`src/rtl/dcrs_pkg.sv`:
```
`timescale 1ns / 1ps
// ---------------------------------------------------------------------------
// dcrs_pkg
// Types, step codes and the microprogram of the divisor count range sum block.
// ---------------------------------------------------------------------------
package dcrs_pkg;

  localparam int OPERAND_WIDTH = 32;
  localparam int TOTAL_WIDTH   = 37;
  localparam int STEP_WIDTH    = 4;
  localparam int PHASE_WIDTH   = 2;

  // pass phase codes
  localparam logic [PHASE_WIDTH-1:0] PHASE_IDLE  = 2'd0;
  localparam logic [PHASE_WIDTH-1:0] PHASE_LOWER = 2'd1;
  localparam logic [PHASE_WIDTH-1:0] PHASE_UPPER = 2'd2;

  // step addresses of the microprogram
  localparam logic [STEP_WIDTH-1:0] STEP_IDLE      = 4'd0;
  localparam logic [STEP_WIDTH-1:0] STEP_CHECK     = 4'd1;
  localparam logic [STEP_WIDTH-1:0] STEP_ZERO_TEST = 4'd2;
  localparam logic [STEP_WIDTH-1:0] STEP_DIV_LEFT  = 4'd3;
  localparam logic [STEP_WIDTH-1:0] STEP_WAIT_Q    = 4'd4;
  localparam logic [STEP_WIDTH-1:0] STEP_DIV_Q     = 4'd5;
  localparam logic [STEP_WIDTH-1:0] STEP_WAIT_R    = 4'd6;
  localparam logic [STEP_WIDTH-1:0] STEP_MUL       = 4'd7;
  localparam logic [STEP_WIDTH-1:0] STEP_ACC       = 4'd8;
  localparam logic [STEP_WIDTH-1:0] STEP_LOOP      = 4'd9;
  localparam logic [STEP_WIDTH-1:0] STEP_PASS_END  = 4'd10;
  localparam logic [STEP_WIDTH-1:0] STEP_FINISH    = 4'd11;
  localparam logic [STEP_WIDTH-1:0] STEP_ERROR     = 4'd12;

  typedef struct packed {
    logic [OPERAND_WIDTH-1:0] range_low;
    logic [OPERAND_WIDTH-1:0] range_high;
  } in_item_t;

  typedef struct packed {
    logic [TOTAL_WIDTH-1:0] divisor_total;
    logic                   range_error;
  } out_item_t;

  // datapath operations
  typedef enum logic [3:0] {
    OP_NOP,
    OP_LOAD_IN,
    OP_INIT_LOWER,
    OP_DIV_LEFT,
    OP_LOAD_Q,
    OP_DIV_Q,
    OP_LOAD_R,
    OP_MUL,
    OP_ACC,
    OP_PASS_END,
    OP_WRITE_OUT,
    OP_WRITE_ERR
  } op_e;

  // sequencing kinds
  typedef enum logic [1:0] {
    BR_NEXT,
    BR_JUMP,
    BR_IF,
    BR_WAIT
  } br_e;

  // branch conditions
  typedef enum logic [2:0] {
    C_NONE,
    C_IN_VALID,
    C_ERR,
    C_XZERO,
    C_DIV_DONE,
    C_RIGHT_END,
    C_LOWER,
    C_OUT_FREE
  } cond_e;

  typedef struct packed {
    op_e                   op;
    br_e                   br;
    cond_e                 cond;
    logic [STEP_WIDTH-1:0] target;
  } uword_t;

  // status flags from the datapath to the sequencer
  typedef struct packed {
    logic in_valid;
    logic err;
    logic x_zero;
    logic div_done;
    logic right_end;
    logic lower;
    logic out_free;
  } status_t;

  // control from the sequencer to the datapath
  typedef struct packed {
    op_e  op;
    logic fire;
    logic idle;
  } ctrl_t;

  // microprogram rom
  function automatic uword_t ucode_rom(input logic [STEP_WIDTH-1:0] step);
    uword_t w;
    w = '{op: OP_NOP, br: BR_JUMP, cond: C_NONE, target: STEP_IDLE};
    case (step)
      STEP_IDLE:      w = '{OP_LOAD_IN,    BR_WAIT, C_IN_VALID,  STEP_CHECK};
      STEP_CHECK:     w = '{OP_INIT_LOWER, BR_IF,   C_ERR,       STEP_ERROR};
      STEP_ZERO_TEST: w = '{OP_NOP,        BR_IF,   C_XZERO,     STEP_PASS_END};
      STEP_DIV_LEFT:  w = '{OP_DIV_LEFT,   BR_NEXT, C_NONE,      STEP_IDLE};
      STEP_WAIT_Q:    w = '{OP_LOAD_Q,     BR_WAIT, C_DIV_DONE,  STEP_DIV_Q};
      STEP_DIV_Q:     w = '{OP_DIV_Q,      BR_NEXT, C_NONE,      STEP_IDLE};
      STEP_WAIT_R:    w = '{OP_LOAD_R,     BR_WAIT, C_DIV_DONE,  STEP_MUL};
      STEP_MUL:       w = '{OP_MUL,        BR_NEXT, C_NONE,      STEP_IDLE};
      STEP_ACC:       w = '{OP_ACC,        BR_IF,   C_RIGHT_END, STEP_PASS_END};
      STEP_LOOP:      w = '{OP_NOP,        BR_JUMP, C_NONE,      STEP_DIV_LEFT};
      STEP_PASS_END:  w = '{OP_PASS_END,   BR_IF,   C_LOWER,     STEP_ZERO_TEST};
      STEP_FINISH:    w = '{OP_WRITE_OUT,  BR_WAIT, C_OUT_FREE,  STEP_IDLE};
      STEP_ERROR:     w = '{OP_WRITE_ERR,  BR_WAIT, C_OUT_FREE,  STEP_IDLE};
      default:        w = '{OP_NOP,        BR_JUMP, C_NONE,      STEP_IDLE};
    endcase
    return w;
  endfunction

endpackage

```
`src/rtl/divisor_count_range_sum.sv`:
```
`timescale 1ns / 1ps
// ---------------------------------------------------------------------------
// divisor_count_range_sum
// Total divisor count of a..b as D(b) - D(a-1), with D(x) formed by walking
// blocks of equal quotient under control of a microcoded sequencer.
// ---------------------------------------------------------------------------
// steps: two divider waits and five control steps per quotient block (the
//   last block of a pass skips the loop step) over both prefix passes; an
//   error item skips both passes
// throughput: one item at a time, set by the shared bit-serial divider;
//   the next item is taken while a finished result waits in the output register
// reset: asynchronous, active low; sequencer idle, divider stopped, no result
// ---------------------------------------------------------------------------
module divisor_count_range_sum (
  input  logic                clk_i,
  input  logic                rst_ni,
  input  logic                in_valid_i,
  output logic                in_stall_o,
  input  dcrs_pkg::in_item_t  in_item_i,
  output logic                out_valid_o,
  input  logic                out_stall_i,
  output dcrs_pkg::out_item_t out_item_o
);
  import dcrs_pkg::*;

  // datapath registers
  logic [OPERAND_WIDTH-1:0] a_q, a_d;
  logic [OPERAND_WIDTH-1:0] b_q, b_d;
  logic [OPERAND_WIDTH-1:0] bound_q, bound_d;
  logic [OPERAND_WIDTH-1:0] left_q, left_d;
  logic [OPERAND_WIDTH-1:0] quot_q, quot_d;
  logic [OPERAND_WIDTH-1:0] right_q, right_d;
  logic [TOTAL_WIDTH-1:0]   prod_q, prod_d;
  logic [TOTAL_WIDTH-1:0]   acc_q, acc_d;
  logic [TOTAL_WIDTH-1:0]   lower_q, lower_d;
  logic [PHASE_WIDTH-1:0]   phase_q, phase_d;
  out_item_t                out_q, out_d;
  logic                     out_valid_q, out_valid_d;

  status_t                  status;
  ctrl_t                    ctrl;
  logic                     div_start;
  logic                     div_done;
  logic [OPERAND_WIDTH-1:0] div_divisor;
  logic [OPERAND_WIDTH-1:0] div_quotient;
  logic [OPERAND_WIDTH-1:0] block_len;
  logic [2*OPERAND_WIDTH-1:0] full_prod;
  logic                     out_free;

  dcrs_seq u_seq (
    .clk_i    (clk_i),
    .rst_ni   (rst_ni),
    .status_i (status),
    .ctrl_o   (ctrl)
  );

  // shared divider, divisor is the block start or the quotient
  assign div_start   = ctrl.fire && ((ctrl.op == OP_DIV_LEFT) || (ctrl.op == OP_DIV_Q));
  assign div_divisor = (ctrl.op == OP_DIV_Q) ? quot_q : left_q;

  dcrs_div u_div (
    .clk_i      (clk_i),
    .rst_ni     (rst_ni),
    .start_i    (div_start),
    .dividend_i (bound_q),
    .divisor_i  (div_divisor),
    .done_o     (div_done),
    .quotient_o (div_quotient)
  );

  // status back to the sequencer
  assign out_free         = !out_valid_q || !out_stall_i;
  assign status.in_valid  = in_valid_i;
  assign status.err       = (a_q == '0) || (a_q > b_q);
  assign status.x_zero    = (bound_q == '0);
  assign status.div_done  = div_done;
  assign status.right_end = (right_q >= bound_q);
  assign status.lower     = (phase_q == PHASE_LOWER);
  assign status.out_free  = out_free;

  // block length times quotient
  assign block_len = right_q - left_q + 1'b1;
  assign full_prod = quot_q * block_len;

  // datapath operations
  always_comb begin
    a_d       = a_q;
    b_d       = b_q;
    bound_d   = bound_q;
    left_d    = left_q;
    quot_d    = quot_q;
    right_d   = right_q;
    prod_d    = prod_q;
    acc_d     = acc_q;
    lower_d   = lower_q;
    phase_d   = phase_q;
    out_d     = out_q;
    out_valid_d = out_valid_q && out_stall_i;
    if (ctrl.fire) begin
      case (ctrl.op)
        OP_NOP: begin
        end
        OP_LOAD_IN: begin
          a_d = in_item_i.range_low;
          b_d = in_item_i.range_high;
        end
        OP_INIT_LOWER: begin
          bound_d = a_q - 1'b1;
          acc_d   = '0;
          left_d  = OPERAND_WIDTH'(1);
          phase_d = PHASE_LOWER;
        end
        OP_DIV_LEFT: begin
        end
        OP_LOAD_Q: begin
          quot_d = div_quotient;
        end
        OP_DIV_Q: begin
        end
        OP_LOAD_R: begin
          right_d = div_quotient;
        end
        OP_MUL: begin
          prod_d = full_prod[TOTAL_WIDTH-1:0];
        end
        OP_ACC: begin
          acc_d  = acc_q + prod_q;
          left_d = right_q + 1'b1;
        end
        OP_PASS_END: begin
          if (phase_q == PHASE_LOWER) begin
            lower_d = acc_q;
            bound_d = b_q;
            acc_d   = '0;
            left_d  = OPERAND_WIDTH'(1);
            phase_d = PHASE_UPPER;
          end
        end
        OP_WRITE_OUT: begin
          out_d.divisor_total = acc_q - lower_q;
          out_d.range_error   = 1'b0;
          out_valid_d         = 1'b1;
          phase_d             = PHASE_IDLE;
        end
        OP_WRITE_ERR: begin
          out_d.divisor_total = '0;
          out_d.range_error   = 1'b1;
          out_valid_d         = 1'b1;
          phase_d             = PHASE_IDLE;
        end
        default: begin
        end
      endcase
    end
  end

  // control state
  always_ff @(posedge clk_i or negedge rst_ni) begin
    if (!rst_ni) begin
      phase_q     <= PHASE_IDLE;
      out_valid_q <= 1'b0;
    end else begin
      phase_q     <= phase_d;
      out_valid_q <= out_valid_d;
    end
  end

  // payload registers
  always_ff @(posedge clk_i) begin
    a_q     <= a_d;
    b_q     <= b_d;
    bound_q <= bound_d;
    left_q  <= left_d;
    quot_q  <= quot_d;
    right_q <= right_d;
    prod_q  <= prod_d;
    acc_q   <= acc_d;
    lower_q <= lower_d;
    out_q   <= out_d;
  end

  assign in_stall_o  = !ctrl.idle;
  assign out_valid_o = out_valid_q;
  assign out_item_o  = out_q;

endmodule

```
`src/rtl/dcrs_div.sv`:
```
`timescale 1ns / 1ps
// ---------------------------------------------------------------------------
// dcrs_div
// Radix-2 restoring divider, one quotient bit per cycle, quotient only.
// ---------------------------------------------------------------------------
module dcrs_div (
  input  logic                              clk_i,
  input  logic                              rst_ni,
  input  logic                              start_i,
  input  logic [dcrs_pkg::OPERAND_WIDTH-1:0] dividend_i,
  input  logic [dcrs_pkg::OPERAND_WIDTH-1:0] divisor_i,
  output logic                              done_o,
  output logic [dcrs_pkg::OPERAND_WIDTH-1:0] quotient_o
);
  import dcrs_pkg::*;

  localparam int CNT_WIDTH = $clog2(OPERAND_WIDTH + 1);

  logic [OPERAND_WIDTH-1:0] rem_q, rem_d;
  logic [OPERAND_WIDTH-1:0] quo_q, quo_d;
  logic [OPERAND_WIDTH-1:0] dsr_q, dsr_d;
  logic [CNT_WIDTH-1:0]     cnt_q, cnt_d;
  logic                     done_q, done_d;
  logic [OPERAND_WIDTH:0]   shifted;
  logic [OPERAND_WIDTH:0]   trial;

  // one trial subtraction per cycle
  assign shifted = {rem_q, quo_q[OPERAND_WIDTH-1]};
  assign trial   = shifted - {1'b0, dsr_q};

  always_comb begin
    rem_d  = rem_q;
    quo_d  = quo_q;
    dsr_d  = dsr_q;
    cnt_d  = cnt_q;
    done_d = 1'b0;
    if (start_i) begin
      rem_d = '0;
      quo_d = dividend_i;
      dsr_d = divisor_i;
      cnt_d = CNT_WIDTH'(OPERAND_WIDTH);
    end else if (cnt_q != '0) begin
      if (!trial[OPERAND_WIDTH]) begin
        rem_d = trial[OPERAND_WIDTH-1:0];
        quo_d = {quo_q[OPERAND_WIDTH-2:0], 1'b1};
      end else begin
        rem_d = shifted[OPERAND_WIDTH-1:0];
        quo_d = {quo_q[OPERAND_WIDTH-2:0], 1'b0};
      end
      cnt_d  = cnt_q - 1'b1;
      done_d = (cnt_q == CNT_WIDTH'(1));
    end
  end

  // control state
  always_ff @(posedge clk_i or negedge rst_ni) begin
    if (!rst_ni) begin
      cnt_q  <= '0;
      done_q <= 1'b0;
    end else begin
      cnt_q  <= cnt_d;
      done_q <= done_d;
    end
  end

  // operand registers
  always_ff @(posedge clk_i) begin
    rem_q <= rem_d;
    quo_q <= quo_d;
    dsr_q <= dsr_d;
  end

  assign done_o     = done_q;
  assign quotient_o = quo_q;

endmodule

```
`src/rtl/dcrs_seq.sv`:
```
`timescale 1ns / 1ps
// ---------------------------------------------------------------------------
// dcrs_seq
// Step counter and microprogram rom with conditional jumps and wait steps.
// ---------------------------------------------------------------------------
module dcrs_seq (
  input  logic              clk_i,
  input  logic              rst_ni,
  input  dcrs_pkg::status_t status_i,
  output dcrs_pkg::ctrl_t   ctrl_o
);
  import dcrs_pkg::*;

  logic [STEP_WIDTH-1:0] step_q, step_d;
  uword_t                uw;
  logic                  cond_true;

  assign uw = ucode_rom(step_q);

  // condition select
  always_comb begin
    case (uw.cond)
      C_NONE:      cond_true = 1'b0;
      C_IN_VALID:  cond_true = status_i.in_valid;
      C_ERR:       cond_true = status_i.err;
      C_XZERO:     cond_true = status_i.x_zero;
      C_DIV_DONE:  cond_true = status_i.div_done;
      C_RIGHT_END: cond_true = status_i.right_end;
      C_LOWER:     cond_true = status_i.lower;
      C_OUT_FREE:  cond_true = status_i.out_free;
      default:     cond_true = 1'b0;
    endcase
  end

  // next step
  always_comb begin
    case (uw.br)
      BR_NEXT: step_d = step_q + 1'b1;
      BR_JUMP: step_d = uw.target;
      BR_IF:   step_d = cond_true ? uw.target : step_q + 1'b1;
      BR_WAIT: step_d = cond_true ? uw.target : step_q;
      default: step_d = STEP_IDLE;
    endcase
  end

  always_ff @(posedge clk_i or negedge rst_ni) begin
    if (!rst_ni) begin
      step_q <= STEP_IDLE;
    end else begin
      step_q <= step_d;
    end
  end

  // a wait step performs its operation only on the cycle it leaves
  assign ctrl_o.op   = uw.op;
  assign ctrl_o.fire = (uw.br != BR_WAIT) || cond_true;
  assign ctrl_o.idle = (step_q == STEP_IDLE);

endmodule

```
`config.mk`:
```
export PLATFORM = sky130hd
export DESIGN_NAME = divisor_count_range_sum
export DESIGN_NICKNAME = d
export VERILOG_FILES = /design/src/rtl/dcrs_pkg.sv /design/src/rtl/divisor_count_range_sum.sv /design/src/rtl/dcrs_div.sv /design/src/rtl/dcrs_seq.sv
export SDC_FILE = /design/constraint.sdc
export NUM_CORES = 2
export LEC_CHECK = 0
export ABC_CLOCK_PERIOD_IN_PS = 16000
export BUFFER_PORTS_ARGS = -buffer_cell sky130_fd_sc_hd__buf_2
export CORE_UTILIZATION = 26
export DETAILED_ROUTE_END_ITERATION = 7
export SETUP_SLACK_MARGIN = 0.05
export SLEW_MARGIN = 15
export SYNTH_ARGS = -nofsm -noshare
export SYNTH_HDL_FRONTEND = slang
export SYNTH_HIERARCHICAL = 1
export SYNTH_SLANG_ARGS = --single-unit
```
`constraint.sdc`:
```
create_clock -name clk_i -period 16 [get_ports clk_i]
set_clock_uncertainty 0.1 [all_clocks]
set_input_delay 0.8 -clock clk_i [delete_from_list [all_inputs] [get_ports clk_i]]
set_output_delay 0.8 -clock clk_i [all_outputs]
set_load 0.02 [all_outputs]
```
Word level (Yosys, flattened, before mapping) --
Memories as Yosys holds them, arrays and structs flattened. Index checks and enable logic that the tools add are counted. Widths: inputs -> output; s select.
Word-level totals: flip-flop bits (word level) 451, memory bits (writable) 0, input bits 68, logic and storage cells 112, bits in latches 0, memory bits (read-only) 208, memories 1, output and inout port bits 40
Cells by class: divide/modulo/power cells 0, shifts and indexed selects 0, reduce and logical (&&, ||, !) cells 30, equality and inequality tests 26, bitwise operators 0, multipliers 1, multiplexer cells 24, $add $sub $neg 9, order comparisons 2
Memories:
- (no name shown) | depth 16, bits a word 13, read ports 1, clocked after memory_dff 0, wr ports 0, line dcrs_pkg.sv:108 | case (step)
Operator list (number):
- $mux 32 | 6
- $pmux 37 s3 | 1
- $pmux 32 s3 | 1
- $pmux 38 s2 | 1
- $add 32x1->32 const B | 2
- $logic_not 32->1 | 2
- $pmux 32 s2 | 1
- $add 37x37->37 | 1
- $mul 32x32->37 | 1
- $mux 37 | 1
- $sub 37x37->37 | 1
- $sub 33x32->33 | 1
- $ge 32x32->1 | 1
- $gt 32x32->1 | 1
- $sub 32x1->32 const B | 1
- $sub 32x32->32 | 1
- $eq 4x3->1 const B | 4
- $eq 4x4->1 const B | 4
- $pmux 4 s4 | 1
- $eq 3x3->1 const B | 4
- $mux 6 | 2
- $reduce_and 3->1 | 4
- $reduce_and 2->1 | 5
- $eq 4x2->1 const B | 2
- other kinds (25) | 43

Logic depth before layout (Yosys ltp) --
depth in word-level cells 6, gate-level depth with buffers 55, gate-level depth less buffers 54

Cells and area by module --
The synthesis kept the hierarchy.
By module, submodules not included:
- divisor_count_range_sum | seq. area each 10314.9 µm², cells an instance 3997, area each 39506.6 µm², instances 1
- dcrs_div | seq. area each 2737.6 µm², cells an instance 582, area each 5960.7 µm², instances 1
- dcrs_seq | seq. area each 100.1 µm², cells an instance 95, area each 784.5 µm², instances 1

Worst setup path after synthesis --
OpenSTA, ideal clock, no wires.
path kind register -> register, from register right_q[2], to register prod_q[36] (data pin), setup time 0.268 ns, path buffers 0, arrival time 11.064 ns, setup slack 4.568 ns, data required time 15.632 ns, clock period less this slack 11.432 ns, stages on the path, launching flop included 51, path through edfxtp_1 > ha_1 > ha_1 > a211oi_1 > o21ai_1 > a211oi_4 > o21ai_1 > a31o_1 > a21o_1 > nand3_1 > a311oi_1 > nand4_1 > a41oi_1 > o21ai_1 > nand2b_1 > a21oi_1 > o21bai_1 > a21o_1 > (+15 left out) > xnor2_1 > xnor2_1 > xnor2_1 > xnor2_1 > xnor2_1 > xnor3_2 > xnor2_2 > nand2b_1 > or4_1 > nand3_1 > a41o_1 > nor4_2 > xor2_1 > xnor2_1 > xnor3_1 > xnor2_1 > xnor2_1 > xnor3_1
Between the ends: cells in the longest elaborated chain, start to end 3
Ends and longest elaborated chain:
- start, declared | line divisor_count_range_sum.sv:32 | logic [OPERAND_WIDTH-1:0] right_q, right_d;
- start signal, assigned | line divisor_count_range_sum.sv:175 | right_q <= right_d;
- $sub 32x32->32 | line divisor_count_range_sum.sv:82 | assign block_len = right_q - left_q + 1'b1;
- $add 32x1->32 | line divisor_count_range_sum.sv:82
- $mul 32x32->37 | line divisor_count_range_sum.sv:83 | assign full_prod = quot_q * block_len;
- via full_prod[36] | line divisor_count_range_sum.sv:47 | logic [2*OPERAND_WIDTH-1:0] full_prod;
- end signal, assigned | line divisor_count_range_sum.sv:176 | prod_q <= prod_d;
- end, declared | line divisor_count_range_sum.sv:33 | logic [TOTAL_WIDTH-1:0] prod_q, prod_d;
The timed path passes the listed nets, and every way through them passes these cells. A chain may end at the register's enable or synchronous reset.

Worst setup path in the final report --
from register right_q[1], to register prod_q[36] (data pin)
The elaborated chain is that of the path after synthesis.

==> metrics.cfg <==
[floorplanning]
core_area_um2 = 176000
fp-row-count = 154
initial_core_util_pct = 26.2
pin_count = 108
die_x_um = 424
die-area_um2 = 180000
dieHeight_um = 424

[clock_tree]
clk_latency_ns = 0.64
clock-sinks = 451
clock_path_buffers = 3
cts_buffers = 48
post-cts-setup-buffers = 0
cts_tree = built
h-tree-depth = 2
root_buffer = clkbuf_16
cts.clk_slew.worst_paths_ns = 0.08

[worst_setup_path]
cp_slowest_cell = xor2_1
cp_max_fo = 12
cpPeakStageDelay_ns = 0.59
critPathMostFrequentCell = xnor2_1
endpoint_kind = flop
crit_type = flop to flop
cp.required_ns = 16.28
cp.arrival_ns = 13.23
cp-start-kind = flop

[final_layout]
fin_cells = 7097
nets = 5713
drive_gt1_share_pct = 7.38
syn_to_final_growth_pct = 10.8
final_cell_area_um2 = 51200

[timing]
period_minus_slack_ns = 12.95
timing.final.ws_setup_ns = 3.05
final_min_period_over_clock_period_pct = 80.9
setup_violations = 0
hold_viol = 0
report.final.slew_viol_count = 0
fin_tns_setup_ns = 0
worst_pin_slew_ns = 1.11
timing.fmax_mhz = 77.2
slew_headroom_pct = 25.8
grt_setup_unrepaired = no

[power_and_ir_drop]
fin_total_pwr_mw = 2.42
power_density_nw_per_um2 = 47.2
ir_worst_vdd_mv = 0.0770
p_leak_nw = 22.7

[placed_design]
finalWeightedCongestion = 0.880
placedCellCount = 7006
port_buffers = 107
place_ws_ns = 3.11
postPlaceCellArea_um2 = 49700
hpwl_um = 86500

[yosys]
synth.distinct_cells = 103
yosys_warnings = 6
yosysSeqAreaShare_pct = 28.4
netlist_instances = 4674
async_flop_share_pct = 3.10
avgSynthCellArea_um2 = 9.90
ys_ff_latch = 451
syn_area_um2 = 46300
syn-num-nets = 5670
synth_edf_count = 405
synth-main-ff-cell = edfxtp_1

[route]
via_per_inst = 4.54
postRouteWirelength_um = 117000
drt_iter0_markers = 2066
vias = 32200
dr.pass1.iters = 8
wire_per_inst_um = 16.5
ant_nets = 0
drcViolationCount = 18

[global_route]
grt_first_pass_wirelength_um = 186000
grt_max_degree = 71
gr-usage-all-layers_pct = 13.1
grt_overflow = 0
grt_pass1_vias = 33300
antenna_found_initial = 3

[outcome]
status = finished, violations left
violations = design-rule violations

[worst_hold_path]
holdCritPathClass = input pin to flop

[job]
drv_cap = 0

==> final timing paths <==
check / endpoint / cells after the start / from / slack (ns)
worst max-delay path: prod_q[36] / 52 / right_q[1] / 3.05
worst min-delay path: b_q[19] / 1 / in_item_i[19] / 0.25
worst max register to register: prod_q[36] / 52 / right_q[1] / 3.05
worst min register to register: u_div/rem_q[5] / 2 / u_div/rem_q[5] / 0.37
max in group asynchronous: out_valid_o / 2 / rst_ni / 14.99
min in group asynchronous: phase_q[0] / 2 / rst_ni / 0.54
==> stage by stage <==
step / utilization [%] / hold slack [ns]
after floorplan: - / 0.341
after global placement: 28.1 / 0.348
after detailed placement: 28.1 / 0.356
after CTS: 29.0 / 0.201
after global routing: 29.0 / 0.208
final: 29.0 / 0.247
==> placed cells by master (no fill, tap or decap), types with 14 or more instances in the layout <==
cell	count
a21o_1	67
a21oi_1	143
a31oi_1	16
and2_1	295
and3_1	23
buf_2	107
buf_4	59
clkbuf_16	48
dfrtp_1	14
dfxtp_1	32
edfxtp_1	405
fa_1	552
ha_1	375
inv_1	809
mux2_2	33
mux2i_1	35
nand2_1	553
nand2b_1	66
nand3_1	46
nand4_1	33
nor2_1	204
nor2b_1	38
nor3_1	55
nor4_1	22
o211ai_1	16
o21a_1	27
o21ai_0	166
o21ai_1	30
o21bai_1	20
or3_1	22
xnor2_1	137
xor2_1	75
==> power breakdown <==
| group | leakage, nW | switching [mW] | internal (mW) | total (mW) |
|---|---|---|---|---|
| Combinational | 17.8 | 0.00330 | 0.00584 | 0.00915 |
| Clock | 0.760 | 0.507 | 0.635 | 1.14 |
| Sequential | 4.12 | 0 | 1.27 | 1.27 |
==> sequential cells by signal, indices dropped and copies added (netlist names), 37 cells and up <==
register,cells
out_item_o,38
acc_q,37
lower_q,37
prod_q,37
==> critical path: cells and delay by family (launching register included) <==
kind / cells / cell delay (ns)
AOI/OAI and AO/OA: 12 / 2.38
xor gates and xnor gates: 15 / 3.85
adders and majority gates: 11 / 4.44
buffers and inverters: 7 / 0.46
DFF: 1 / 0.43
and+or+nand+nor: 7 / 1.05
==> Yosys cell counts, types with 32 or more instances <==
cell type | number | area [um2]
mux2i_1 | 35 | 350
inv_1 | 809 | 3040
nor2_1 | 207 | 777
nor3_1 | 57 | 285
and2_1 | 295 | 1850
a21oi_1 | 144 | 721
o21ai_0 | 166 | 831
a21o_1 | 67 | 503
mux2_2 | 33 | 372
ha_1 | 375 | 4690
edfxtp_1 | 405 | 12200
nand4_1 | 33 | 206
dfxtp_1 | 32 | 641
nand2b_1 | 66 | 413
nor2b_1 | 39 | 244
nand3_1 | 46 | 230
xnor2_1 | 144 | 1260
xor2_1 | 80 | 701
clkbuf_1 | 161 | 604
fa_1 | 553 | 11100
nand2_1 | 553 | 2080
==> layout make-up <==
type	instances	area [um2]
Antenna cell	1	2.50
Clock buffer	53	1220
Clock inverter	36	352
Fill cell	18400	125000
Inverter	810	3040
Multi-Input combinational cell	3239	29600
Sequential cell	451	13200
Tap cell	2340	2930
Timing Repair Buffer	167	988
==> cells by family (layout without fill, tap and decap cells) <==
family          after synthesis  after routing  synth area share (%)
buf+inv                     984           1066                  8.08
simple gates               1409           1409                  14.8
flops                       451            451                  28.4
mux                          71             71                  1.71
xor+xnor                    231            231                  4.56
fa+ha+maj                   928            928                  34.1
other cells                   0              1                     0
compound gates              600            600                  8.34
==> per-layer routing <==
layer | wire, um | track usage [%] | part of all wire, % | vias up
met3 | 7490 | 2.11 | 6.4 | 189
met5 | 27 | 0 | 0.023 | -
met2 | 52200 | 21.0 | 45 | 879
li1 | - | - | - | 15200
met4 | 3140 | 3.44 | 2.7 | 4
met1 | 54000 | 18.1 | 46 | 16000
==> repair_timing <==
action	in CTS	in global routing
hold endpoints to repair	14	0
gates resized for setup	0	0
hold buffers	1	0
(Power assumes the default switching activity.)
